## src/hw/rtl/tfms_pkg.sv

```systemverilog
package tfms_pkg;

	localparam logic [1:0] KIND_TICK   = 2'd0;
	localparam logic [1:0] KIND_DRONE  = 2'd1;
	localparam logic [1:0] KIND_TARGET = 2'd2;
	localparam logic [1:0] KIND_ABORT  = 2'd3;

	localparam logic [2:0] MSG_HEARTBEAT = 3'd0;
	localparam logic [2:0] MSG_SETPOINT  = 3'd1;
	localparam logic [2:0] MSG_SETMODE   = 3'd2;
	localparam logic [2:0] MSG_ARM       = 3'd3;
	localparam logic [2:0] MSG_DISARM    = 3'd4;
	localparam logic [2:0] MSG_LAND      = 3'd5;

	localparam logic [2:0] PH_WAIT    = 3'd0;
	localparam logic [2:0] PH_TAKEOFF = 3'd1;
	localparam logic [2:0] PH_TRACK   = 3'd2;
	localparam logic [2:0] PH_LAND    = 3'd3;
	localparam logic [2:0] PH_DONE    = 3'd4;

	localparam logic [2:0] REG_CRUISE    = 3'd0;
	localparam logic [2:0] REG_MIN_DIST  = 3'd1;
	localparam logic [2:0] REG_HYST      = 3'd2;
	localparam logic [2:0] REG_STEP      = 3'd3;
	localparam logic [2:0] REG_TOLERANCE = 3'd4;
	localparam logic [2:0] REG_WARMUP    = 3'd5;

	localparam logic signed [31:0] RST_CRUISE    = -32'sd131072;
	localparam logic [30:0]        RST_MIN_DIST  = 31'd65536;
	localparam logic [30:0]        RST_HYST      = 31'd13107;
	localparam logic [30:0]        RST_STEP      = 31'd52429;
	localparam logic [30:0]        RST_TOLERANCE = 31'd19661;
	localparam logic [7:0]         RST_WARMUP    = 8'd10;

	typedef struct packed {
		logic [1:0]         kind;
		logic signed [31:0] pos_x;
		logic signed [31:0] pos_y;
		logic signed [31:0] pos_z;
		logic               abort_request;
	} tfms_in_t;

	typedef struct packed {
		logic [2:0]         message_kind;
		logic signed [31:0] set_x;
		logic signed [31:0] set_y;
		logic signed [31:0] set_z;
		logic [2:0]         mission_phase;
		logic               following;
		logic               last;
	} tfms_out_t;

	function automatic logic signed [31:0] sat_sub(input logic signed [31:0] a,
		input logic signed [31:0] b);
		logic signed [32:0] d;
		logic signed [31:0] r;
		d = {a[31], a} - {b[31], b};
		if (d[32] != d[31]) begin
			r = d[32] ? 32'sh80000000 : 32'sh7fffffff;
		end else begin
			r = d[31:0];
		end
		return r;
	endfunction

	function automatic logic signed [31:0] sat_add(input logic signed [31:0] a,
		input logic signed [32:0] o);
		logic signed [33:0] d;
		logic signed [31:0] r;
		d = {{2{a[31]}}, a} + {o[32], o};
		if ((d[33] != d[32]) || (d[32] != d[31])) begin
			r = d[33] ? 32'sh80000000 : 32'sh7fffffff;
		end else begin
			r = d[31:0];
		end
		return r;
	endfunction

	function automatic logic [31:0] mag(input logic signed [31:0] x);
		logic [31:0] r;
		r = x[31] ? (~x + 32'd1) : x;
		return r;
	endfunction

endpackage

```

## src/hw/rtl/target_follow_mission_sequencer.sv

```systemverilog
// target-follow mission sequencer
// input channel (in_valid/in_ready/in_data): one beat per item; drone and
// target positions and aborts update state and return no beat, ticks return
// one to four message beats on the output channel (out_valid/out_ready/
// out_data), the final one flagged with last
// configuration: cfg_we/cfg_index/cfg_data write a register; the user must
// write only while the block is idle, which the block itself does not enforce
// work per tick: a warm-up tick goes straight to its messages; landing,
// waiting and targetless tracking ticks need only the phase step; a
// takeoff or done-phase tick runs four serial multiplies, a tracking tick
// that holds runs two multiplies and a serial square root, and one that
// follows runs two more multiply and divide pairs; position and abort
// items are handled in the idle state
// one item is in work at a time: in_ready is low from a tick until its
// last message beat is taken, and a stalled receiver holds the block there
// reset: registers return to their defaults, phase waiting, positions zero
module target_follow_mission_sequencer import tfms_pkg::*; (
	input  logic        clk,
	input  logic        arst_n,
	input  logic        in_valid,
	output logic        in_ready,
	input  tfms_in_t    in_data,
	output logic        out_valid,
	input  logic        out_ready,
	output tfms_out_t   out_data,
	input  logic        cfg_we,
	input  logic [2:0]  cfg_index,
	input  logic [31:0] cfg_data
);

	localparam logic [3:0] S_IDLE  = 4'd0;
	localparam logic [3:0] S_WARM  = 4'd1;
	localparam logic [3:0] S_PHASE = 4'd2;
	localparam logic [3:0] S_RCH   = 4'd3;
	localparam logic [3:0] S_SQ    = 4'd4;
	localparam logic [3:0] S_SQRT  = 4'd5;
	localparam logic [3:0] S_DEC   = 4'd6;
	localparam logic [3:0] S_OFF   = 4'd7;
	localparam logic [3:0] S_DIV   = 4'd8;
	localparam logic [3:0] S_DRAIN = 4'd9;

	logic [3:0]         state_q;
	logic               wt_q;
	logic signed [31:0] cruise_q;
	logic [30:0]        min_q, hyst_q, step_cfg_q, tol_q;
	logic [7:0]         warm_q;
	logic [2:0]         phase_q;
	logic               follow_q;
	logic [7:0]         tick_q;
	logic               seen_q;
	logic signed [31:0] dn_q, de_q, dd_q, tn_q, te_q, hn_q, he_q;
	logic [2:0]         kinds_q [4];
	logic [2:0]         cnt_q;
	logic [1:0]         rd_q;
	logic signed [31:0] spx_q, spy_q, spz_q;
	logic [1:0]         rsel_q;
	logic               axis_q;
	logic [63:0]        acc_q;
	logic [31:0]        dist_q;
	logic [31:0]        step_q;

	logic               mul_start, mul_done, sqrt_start, sqrt_done, div_start, div_done;
	logic [31:0]        mul_a, mul_b, root, quo;
	logic [63:0]        mul_p;
	logic signed [31:0] dx, dy, rch_n, rch_e, rch_d, rch_op;
	logic [31:0]        op_mag;
	logic [31:0]        thresh;
	logic               nf, stop;
	logic signed [32:0] off;
	logic signed [31:0] sval;
	logic               last;
	logic               in_acc, out_acc;

	assign in_acc  = in_valid && in_ready;
	assign out_acc = out_valid && out_ready;
	assign in_ready  = (state_q == S_IDLE);
	assign out_valid = (state_q == S_DRAIN);

	assign dx = sat_sub(tn_q, dn_q);
	assign dy = sat_sub(te_q, de_q);

	assign rch_n = (phase_q == PH_DONE) ? hn_q : 32'sd0;
	assign rch_e = (phase_q == PH_DONE) ? he_q : 32'sd0;
	assign rch_d = (phase_q == PH_DONE) ? 32'sd0 : cruise_q;

	always_comb begin
		case (rsel_q)
			2'd0:    rch_op = sat_sub(rch_n, dn_q);
			2'd1:    rch_op = sat_sub(rch_e, de_q);
			default: rch_op = sat_sub(rch_d, dd_q);
		endcase
	end

	always_comb begin
		op_mag = 32'd0;
		mul_b  = 32'd0;
		case (state_q)
			S_RCH: begin
				op_mag = (rsel_q == 2'd3) ? {1'b0, tol_q} : mag(rch_op);
				mul_b  = op_mag;
			end
			S_SQ: begin
				op_mag = axis_q ? mag(dy) : mag(dx);
				mul_b  = op_mag;
			end
			S_OFF: begin
				op_mag = axis_q ? mag(dy) : mag(dx);
				mul_b  = step_q;
			end
			default: begin
				op_mag = 32'd0;
				mul_b  = 32'd0;
			end
		endcase
	end
	assign mul_a = op_mag;

	assign mul_start  = ((state_q == S_RCH) || (state_q == S_SQ) || (state_q == S_OFF))
		&& !wt_q;
	assign sqrt_start = (state_q == S_SQRT) && !wt_q;
	assign div_start  = (state_q == S_DIV) && !wt_q;

	assign thresh = {1'b0, min_q} + {1'b0, hyst_q};
	always_comb begin
		nf   = follow_q;
		stop = 1'b0;
		if (!follow_q) begin
			if (dist_q >= thresh) begin
				nf = 1'b1;
			end
		end else if (dist_q < {1'b0, min_q}) begin
			nf   = 1'b0;
			stop = 1'b1;
		end
	end

	assign off  = (axis_q ? dy[31] : dx[31]) ? -{1'b0, quo} : {1'b0, quo};
	assign sval = sat_add(axis_q ? de_q : dn_q, off);

	tfms_mul u_mul (
		.clk    (clk),
		.arst_n (arst_n),
		.start  (mul_start),
		.a      (mul_a),
		.b      (mul_b),
		.done   (mul_done),
		.p      (mul_p)
	);

	tfms_sqrt u_sqrt (
		.clk    (clk),
		.arst_n (arst_n),
		.start  (sqrt_start),
		.rad    (acc_q),
		.done   (sqrt_done),
		.root   (root)
	);

	tfms_div u_div (
		.clk    (clk),
		.arst_n (arst_n),
		.start  (div_start),
		.num    (mul_p),
		.den    (dist_q),
		.done   (div_done),
		.quo    (quo)
	);

	assign last = ({1'b0, rd_q} + 3'd1) == cnt_q;

	always_ff @(posedge clk or negedge arst_n) begin
		if (!arst_n) begin
			state_q    <= S_IDLE;
			wt_q       <= 1'b0;
			cruise_q   <= RST_CRUISE;
			min_q      <= RST_MIN_DIST;
			hyst_q     <= RST_HYST;
			step_cfg_q <= RST_STEP;
			tol_q      <= RST_TOLERANCE;
			warm_q     <= RST_WARMUP;
			phase_q    <= PH_WAIT;
			follow_q   <= 1'b0;
			tick_q     <= '0;
			seen_q     <= 1'b0;
			dn_q       <= '0;
			de_q       <= '0;
			dd_q       <= '0;
			tn_q       <= '0;
			te_q       <= '0;
			hn_q       <= '0;
			he_q       <= '0;
			cnt_q      <= '0;
			rd_q       <= '0;
			rsel_q     <= '0;
			axis_q     <= 1'b0;
		end else begin
			if (cfg_we) begin
				case (cfg_index)
					REG_CRUISE:    cruise_q   <= cfg_data;
					REG_MIN_DIST:  min_q      <= cfg_data[30:0];
					REG_HYST:      hyst_q     <= cfg_data[30:0];
					REG_STEP:      step_cfg_q <= cfg_data[30:0];
					REG_TOLERANCE: tol_q      <= cfg_data[30:0];
					REG_WARMUP:    warm_q     <= cfg_data[7:0];
					default:       ;
				endcase
			end
			if (mul_start || sqrt_start || div_start) begin
				wt_q <= 1'b1;
			end
			case (state_q)
				S_IDLE: begin
					if (in_acc) begin
						case (in_data.kind)
							KIND_DRONE: begin
								dn_q <= in_data.pos_x;
								de_q <= in_data.pos_y;
								dd_q <= in_data.pos_z;
							end
							KIND_TARGET: begin
								tn_q   <= in_data.pos_y;
								te_q   <= in_data.pos_x;
								seen_q <= 1'b1;
							end
							KIND_ABORT: begin
								if (in_data.abort_request && (phase_q != PH_LAND)
									&& (phase_q != PH_DONE)) begin
									phase_q <= PH_LAND;
								end
							end
							default: begin
								cnt_q   <= 3'd1;
								rd_q    <= '0;
								state_q <= S_WARM;
							end
						endcase
					end
				end
				S_WARM: begin
					if (tick_q < warm_q) begin
						tick_q  <= tick_q + 8'd1;
						cnt_q   <= 3'd2;
						state_q <= S_DRAIN;
					end else begin
						if ((tick_q == warm_q) && (tick_q != 8'd255)
							&& (phase_q != PH_LAND) && (phase_q != PH_DONE)) begin
							tick_q  <= tick_q + 8'd1;
							cnt_q   <= 3'd3;
							phase_q <= PH_TAKEOFF;
						end
						state_q <= S_PHASE;
					end
				end
				S_PHASE: begin
					rsel_q <= '0;
					axis_q <= 1'b0;
					case (phase_q)
						PH_TAKEOFF: begin
							cnt_q   <= cnt_q + 3'd1;
							state_q <= S_RCH;
						end
						PH_TRACK: begin
							if (!seen_q) begin
								cnt_q   <= cnt_q + 3'd1;
								state_q <= S_DRAIN;
							end else begin
								state_q <= S_SQ;
							end
						end
						PH_LAND: begin
							cnt_q   <= cnt_q + 3'd1;
							phase_q <= PH_DONE;
							state_q <= S_DRAIN;
						end
						PH_DONE: state_q <= S_RCH;
						default: state_q <= S_DRAIN;
					endcase
				end
				S_RCH: begin
					if (mul_done) begin
						wt_q <= 1'b0;
						if (rsel_q != 2'd3) begin
							rsel_q <= rsel_q + 2'd1;
						end else begin
							if (acc_q < mul_p) begin
								if (phase_q == PH_TAKEOFF) begin
									hn_q    <= dn_q;
									he_q    <= de_q;
									phase_q <= PH_TRACK;
								end else begin
									cnt_q <= cnt_q + 3'd1;
								end
							end
							state_q <= S_DRAIN;
						end
					end
				end
				S_SQ: begin
					if (mul_done) begin
						wt_q   <= 1'b0;
						axis_q <= 1'b1;
						if (axis_q) begin
							state_q <= S_SQRT;
						end
					end
				end
				S_SQRT: begin
					if (sqrt_done) begin
						wt_q    <= 1'b0;
						axis_q  <= 1'b0;
						state_q <= S_DEC;
					end
				end
				S_DEC: begin
					follow_q <= nf;
					if (!nf) begin
						if (stop) begin
							hn_q <= dn_q;
							he_q <= de_q;
						end
						cnt_q   <= cnt_q + 3'd1;
						state_q <= S_DRAIN;
					end else if (dist_q == 32'd0) begin
						hn_q    <= dn_q;
						he_q    <= de_q;
						cnt_q   <= cnt_q + 3'd1;
						state_q <= S_DRAIN;
					end else begin
						state_q <= S_OFF;
					end
				end
				S_OFF: begin
					if (mul_done) begin
						wt_q    <= 1'b0;
						state_q <= S_DIV;
					end
				end
				S_DIV: begin
					if (div_done) begin
						wt_q <= 1'b0;
						if (!axis_q) begin
							axis_q  <= 1'b1;
							state_q <= S_OFF;
						end else begin
							hn_q    <= dn_q;
							he_q    <= de_q;
							cnt_q   <= cnt_q + 3'd1;
							state_q <= S_DRAIN;
						end
					end
				end
				S_DRAIN: begin
					if (out_acc) begin
						if (last) begin
							state_q <= S_IDLE;
						end else begin
							rd_q <= rd_q + 2'd1;
						end
					end
				end
				default: state_q <= S_IDLE;
			endcase
		end
	end

	// message queue, accumulator, distance, step and setpoint payload
	always_ff @(posedge clk) begin
		case (state_q)
			S_IDLE: begin
				kinds_q[0] <= MSG_HEARTBEAT;
			end
			S_WARM: begin
				if (tick_q < warm_q) begin
					kinds_q[1] <= MSG_SETPOINT;
					spx_q      <= '0;
					spy_q      <= '0;
					spz_q      <= cruise_q;
				end else begin
					kinds_q[1] <= MSG_SETMODE;
					kinds_q[2] <= MSG_ARM;
				end
			end
			S_PHASE: begin
				acc_q <= '0;
				case (phase_q)
					PH_TAKEOFF: begin
						kinds_q[cnt_q[1:0]] <= MSG_SETPOINT;
						spx_q <= '0;
						spy_q <= '0;
						spz_q <= cruise_q;
					end
					PH_TRACK: begin
						kinds_q[cnt_q[1:0]] <= MSG_SETPOINT;
						spx_q <= hn_q;
						spy_q <= he_q;
						spz_q <= cruise_q;
					end
					PH_LAND: kinds_q[cnt_q[1:0]] <= MSG_LAND;
					PH_DONE: kinds_q[cnt_q[1:0]] <= MSG_DISARM;
					default: ;
				endcase
			end
			S_RCH, S_SQ: begin
				if (mul_done && !((state_q == S_RCH) && (rsel_q == 2'd3))) begin
					acc_q <= acc_q + mul_p;
				end
			end
			S_SQRT: begin
				if (sqrt_done) begin
					dist_q <= root;
				end
			end
			S_DEC: begin
				kinds_q[cnt_q[1:0]] <= MSG_SETPOINT;
				spz_q  <= cruise_q;
				step_q <= ({1'b0, step_cfg_q} < dist_q) ? {1'b0, step_cfg_q} : dist_q;
				if (!nf) begin
					spx_q <= stop ? dn_q : hn_q;
					spy_q <= stop ? de_q : he_q;
				end else begin
					spx_q <= dn_q;
					spy_q <= de_q;
				end
			end
			S_DIV: begin
				if (div_done) begin
					if (axis_q) begin
						spy_q <= sval;
					end else begin
						spx_q <= sval;
					end
				end
			end
			default: ;
		endcase
	end

	always_comb begin
		out_data.message_kind  = kinds_q[rd_q];
		out_data.set_x         = (kinds_q[rd_q] == MSG_SETPOINT) ? spx_q : 32'sd0;
		out_data.set_y         = (kinds_q[rd_q] == MSG_SETPOINT) ? spy_q : 32'sd0;
		out_data.set_z         = (kinds_q[rd_q] == MSG_SETPOINT) ? spz_q : 32'sd0;
		out_data.mission_phase = phase_q;
		out_data.following     = follow_q;
		out_data.last          = last;
	end

endmodule

```

## src/hw/rtl/tfms_mul.sv

```systemverilog
module tfms_mul import tfms_pkg::*; (
	input  logic        clk,
	input  logic        arst_n,
	input  logic        start,
	input  logic [31:0] a,
	input  logic [31:0] b,
	output logic        done,
	output logic [63:0] p
);

	logic        busy_q;
	logic        done_q;
	logic [4:0]  cnt_q;
	logic [31:0] a_q;
	logic [63:0] p_q;
	logic [32:0] t;

	assign t = {1'b0, p_q[63:32]} + (p_q[0] ? {1'b0, a_q} : 33'd0);

	always_ff @(posedge clk or negedge arst_n) begin
		if (!arst_n) begin
			busy_q <= 1'b0;
			done_q <= 1'b0;
			cnt_q  <= '0;
		end else begin
			done_q <= 1'b0;
			if (start && !busy_q) begin
				busy_q <= 1'b1;
				cnt_q  <= '0;
			end else if (busy_q) begin
				cnt_q <= cnt_q + 5'd1;
				if (cnt_q == 5'd31) begin
					busy_q <= 1'b0;
					done_q <= 1'b1;
				end
			end
		end
	end

	always_ff @(posedge clk) begin
		if (start && !busy_q) begin
			a_q <= a;
			p_q <= {32'd0, b};
		end else if (busy_q) begin
			p_q <= {t, p_q[31:1]};
		end
	end

	assign done = done_q;
	assign p    = p_q;

endmodule

```

## src/hw/rtl/tfms_sqrt.sv

```systemverilog
module tfms_sqrt import tfms_pkg::*; (
	input  logic        clk,
	input  logic        arst_n,
	input  logic        start,
	input  logic [63:0] rad,
	output logic        done,
	output logic [31:0] root
);

	logic        busy_q;
	logic        done_q;
	logic [4:0]  cnt_q;
	logic [63:0] s_q;
	logic [33:0] rem_q;
	logic [31:0] root_q;
	logic [34:0] r;
	logic [34:0] trial;
	logic        ge;

	assign r     = {rem_q[32:0], s_q[63:62]};
	assign trial = {1'b0, root_q, 2'b01};
	assign ge    = (r >= trial);

	always_ff @(posedge clk or negedge arst_n) begin
		if (!arst_n) begin
			busy_q <= 1'b0;
			done_q <= 1'b0;
			cnt_q  <= '0;
		end else begin
			done_q <= 1'b0;
			if (start && !busy_q) begin
				busy_q <= 1'b1;
				cnt_q  <= '0;
			end else if (busy_q) begin
				cnt_q <= cnt_q + 5'd1;
				if (cnt_q == 5'd31) begin
					busy_q <= 1'b0;
					done_q <= 1'b1;
				end
			end
		end
	end

	always_ff @(posedge clk) begin
		if (start && !busy_q) begin
			s_q    <= rad;
			rem_q  <= '0;
			root_q <= '0;
		end else if (busy_q) begin
			s_q    <= {s_q[61:0], 2'b00};
			rem_q  <= ge ? 34'(r - trial) : r[33:0];
			root_q <= {root_q[30:0], ge};
		end
	end

	assign done = done_q;
	assign root = root_q;

endmodule

```

## src/hw/rtl/tfms_div.sv

```systemverilog
module tfms_div import tfms_pkg::*; (
	input  logic        clk,
	input  logic        arst_n,
	input  logic        start,
	input  logic [63:0] num,
	input  logic [31:0] den,
	output logic        done,
	output logic [31:0] quo
);

	logic        busy_q;
	logic        done_q;
	logic [4:0]  cnt_q;
	logic [31:0] rem_q;
	logic [31:0] lo_q;
	logic [31:0] d_q;
	logic [32:0] sh;
	logic [32:0] diff;
	logic        ge;

	assign sh   = {rem_q, lo_q[31]};
	assign diff = sh - {1'b0, d_q};
	assign ge   = (sh >= {1'b0, d_q});

	always_ff @(posedge clk or negedge arst_n) begin
		if (!arst_n) begin
			busy_q <= 1'b0;
			done_q <= 1'b0;
			cnt_q  <= '0;
		end else begin
			done_q <= 1'b0;
			if (start && !busy_q) begin
				busy_q <= 1'b1;
				cnt_q  <= '0;
			end else if (busy_q) begin
				cnt_q <= cnt_q + 5'd1;
				if (cnt_q == 5'd31) begin
					busy_q <= 1'b0;
					done_q <= 1'b1;
				end
			end
		end
	end

	always_ff @(posedge clk) begin
		if (start && !busy_q) begin
			rem_q <= num[63:32];
			lo_q  <= num[31:0];
			d_q   <= den;
		end else if (busy_q) begin
			rem_q <= ge ? diff[31:0] : sh[31:0];
			lo_q  <= {lo_q[30:0], ge};
		end
	end

	assign done = done_q;
	assign quo  = lo_q;

endmodule

```

## config.mk

```make
export PLATFORM = sky130hd
export DESIGN_NAME = target_follow_mission_sequencer
export DESIGN_NICKNAME = d
export VERILOG_FILES = /design/src/hw/rtl/tfms_pkg.sv /design/src/hw/rtl/target_follow_mission_sequencer.sv /design/src/hw/rtl/tfms_mul.sv /design/src/hw/rtl/tfms_sqrt.sv /design/src/hw/rtl/tfms_div.sv
export SDC_FILE = /design/constraint.sdc
export NUM_CORES = 2
export LEC_CHECK = 0
export BUFFER_PORTS_ARGS = -buffer_cell sky130_fd_sc_hd__buf_4
export CAP_MARGIN = 5
export CORE_MARGIN = 1
export CORE_UTILIZATION = 44
export CTS_CLUSTER_SIZE = 14
export DETAILED_ROUTE_END_ITERATION = 10
export HOLD_SLACK_MARGIN = 0.1
export SKIP_CTS_REPAIR_TIMING = 1
export SLEW_MARGIN = 40
export SYNTH_ARGS = -nofsm -noshare
export SYNTH_HDL_FRONTEND = slang
export SYNTH_HIERARCHICAL = 1
export SYNTH_SLANG_ARGS = --single-unit
```

## constraint.sdc

```tcl
create_clock -name clk -period 10.91 [get_ports clk]
set_input_delay 1.091 -clock clk [delete_from_list [all_inputs] [get_ports clk]]
set_output_delay 1.091 -clock clk [all_outputs]
set_load 0.05 [all_outputs]
```

==> out/qor.txt <==
status: completed
Slowest-stage cell, CP: or2_2
I/O Pins: 245
CTS tree: yes
via count: 60700
Max-Cap Viols: 0
Worst setup EP type: register
CP Launch Type: register
synthesis-stage register bit count: 990
Worst Skew: 0.0695 ns
grt ovf: 0
Initial Util: 0.443
minimum clock period: 10.21 ns
Worst Path Arrival: 10.83 ns
max_slew headroom: 0.389
fin crit share: 0.936
Main synth FF type: edfxtp_1
number of vias per cell: 6.09
largest net degree at the start of global routing: 125
RePlAce Congestion: 1.00
Cell variety after synth: 131
initial antenna violation count: 20
CTS max path bufs: 3
setup TNS: 0 ns
crit path kind: register to register
die area: 163000 µm²
Horiz. Die Dim: 404 µm
EDFF count, synth: 456
Num CTS Buffers: 112
Reg clk slew, reported paths: 0.06 ns
num rows: 147
total track usage: 0.312
Synth async-reset ratio: 0.439
Syn Area/Cell: 9.39 µm²
Root Buffer: clkbuf_16
global-route wire length before repair: 379000 µm
Post-Syn Instances: 7567
Max Slew Vio Count: 0
Worst Path Max Fanout: 26
antenna-violating nets left: 0
actual slew at the worst max-slew pin: 0.917 ns
RSZ-0062 raised after global routing: false
CP max stage delay: 0.51 ns
clk sinks: 990
number of remaining DRC errors: 0
Final Hold Fails: 0
worst hold path type: input pin to async pin
Layout area overhead: 11.7%
yosys synthesis warning count: 6
vias in the first global route: 56300
Worst EP required: 11.53 ns
layout cells sized above 1: 0.158
1st-iter DRT viols: 6367
Synth top area share: 0.193
Synth area leaders: edfxtp_1 (19%), dfrtp_1 (14%), ha_1 (10%)
Skew-Pair Late Insertion Delay: 0.80 ns
wire per inst: 26.3 µm
cell taking the most area after synthesis: edfxtp_1
Finish-stage setup viols: 0
die height: 404 µm
core footprint: 160000 µm²
Final HPWL DP: 204000 µm
H-tree level count: 3
nets@finish: 8411
Max Clock Freq: 98.0 MHz
Syn Std Cell Area: 71000 µm²
register area share after synthesis: 0.375
routed wire length: 262000 µm
port bufs: 244
drt first pass iters: 6
syn_nets: 8288
## per-layer routing
| layer | share of wire | GRT usage | wire [µm] | vias to the layer above |
|---|---|---|---|---|
| met5 | 0.000088 | 0 | 23 | - |
| li1 | - | - | - | 27900 |
| met1 | 0.46 | 0.458 | 121000 | 29900 |
| met4 | 0.032 | 0.0948 | 8300 | 4 |
| met3 | 0.088 | 0.0683 | 23100 | 402 |
| met2 | 0.42 | 0.455 | 110000 | 2514 |
## registers in the layout (all words and copies together), names as in the netlist, 33 cells and up
| signal | flops |
|---|---|
| acc_q | 64 |
| u_mul/p | 64 |
| u_sqrt/s_q | 64 |
| u_sqrt/rem_q | 33 |
## cell usage after synthesis (81+ instances only)
master,n
a31oi_1,81
nand2_1,630
nor3_1,111
dfrtp_1,392
ha_1,572
nor2_1,487
inv_1,472
nand4_1,87
nor2b_1,90
a21o_1,190
nand3_1,207
xnor2_1,258
mux2_2,498
dfxtp_1,99
o21ai_0,430
and2_1,169
edfxtp_1,456
xor2_1,166
a21oi_1,491
and3_1,116
clkbuf_1,276
## through the flow
stage	setup slack, ns	cell area, µm²	utilization	hold WS (ns)	std cells
2_1_floorplan	1.97	71000	-	0.408	7567
3_3_place_gp	0.816	75100	0.468	0.418	9725
3_5_place_dp	0.697	75300	0.469	0.426	9731
4_1_cts	0.649	79200	0.494	0.245	9941
5_1_grt	0.0622	79300	0.495	0.295	9946
6_report	0.701	79400	0.495	0.279	9957
## worst max-delay path, delay by kind of cell, from the launching register on
kind	cells	cell delay, ns
buffers and inverters	3	0.56
xor gates and xnor gates	2	0.24
adders and majority gates	3	0.88
AOI/OAI and AO/OA	21	6.03
and+or+nand+nor	8	1.95
DFF	1	0.40
## placed cells by master (no fill, tap or decap), drive strengths merged, types with 60 or more instances in the layout
master	Yosys	final
buf	46	331
nand3	208	208
inv	472	479
o21ai	499	499
a211oi	71	71
a31oi	84	84
o211ai	73	73
nor3	114	114
and2	169	169
xor2	166	166
nor2b	91	91
o21bai	81	81
edfxtp	456	456
nand2	630	630
clkbuf	278	151
and3	117	117
a21o	190	190
dfxtp	99	99
o21a	60	60
a21oi	500	500
mux2	499	499
ha	572	572
nand4	87	87
nand2b	79	79
dfrtp	392	392
o31ai	81	81
a22oi	80	80
xnor2	258	258
nor2	490	490
## worst paths after layout
check	from	endpoint	slack [ns]	cells after the start
max in group asynchronous	arst_n	u_sqrt/busy_q	8.72	4
worst min register to register	u_sqrt/root[31]	dist_q[31]	0.44	0
min in group clk	u_sqrt/root[31]	dist_q[31]	0.44	0
worst min-delay path	arst_n	te_q[31]	0.28	1
worst max-delay path	dn_q[1]	spy_q[12]	0.70	37
worst max register to register	dn_q[1]	spy_q[12]	0.70	37
## final cells by class
type	instances	area [µm²]
clock buffers	149	3150
well taps	2160	2700
multi-input cells	5778	41600
fillers	15200	81000
repair buffers	333	2660
clock inverters	61	793
flip-flops and latches	990	26600
diodes	11	27.5
inverters	475	1780
## logic make-up after synthesis
logic type / synth area share
AO/OA/AOI/OAI: 0.191
other: 0.0000528
XOR/XNOR: 0.0523
flip-flops: 0.375
buffers and inverters: 0.0434
multiplexers: 0.0826
adder cells (fa/ha/maj): 0.104
AND/OR/NAND/NOR: 0.152
Power is not shown: default switching activity piles up to over one toggle a cycle in this logic, so the estimate is an artifact.
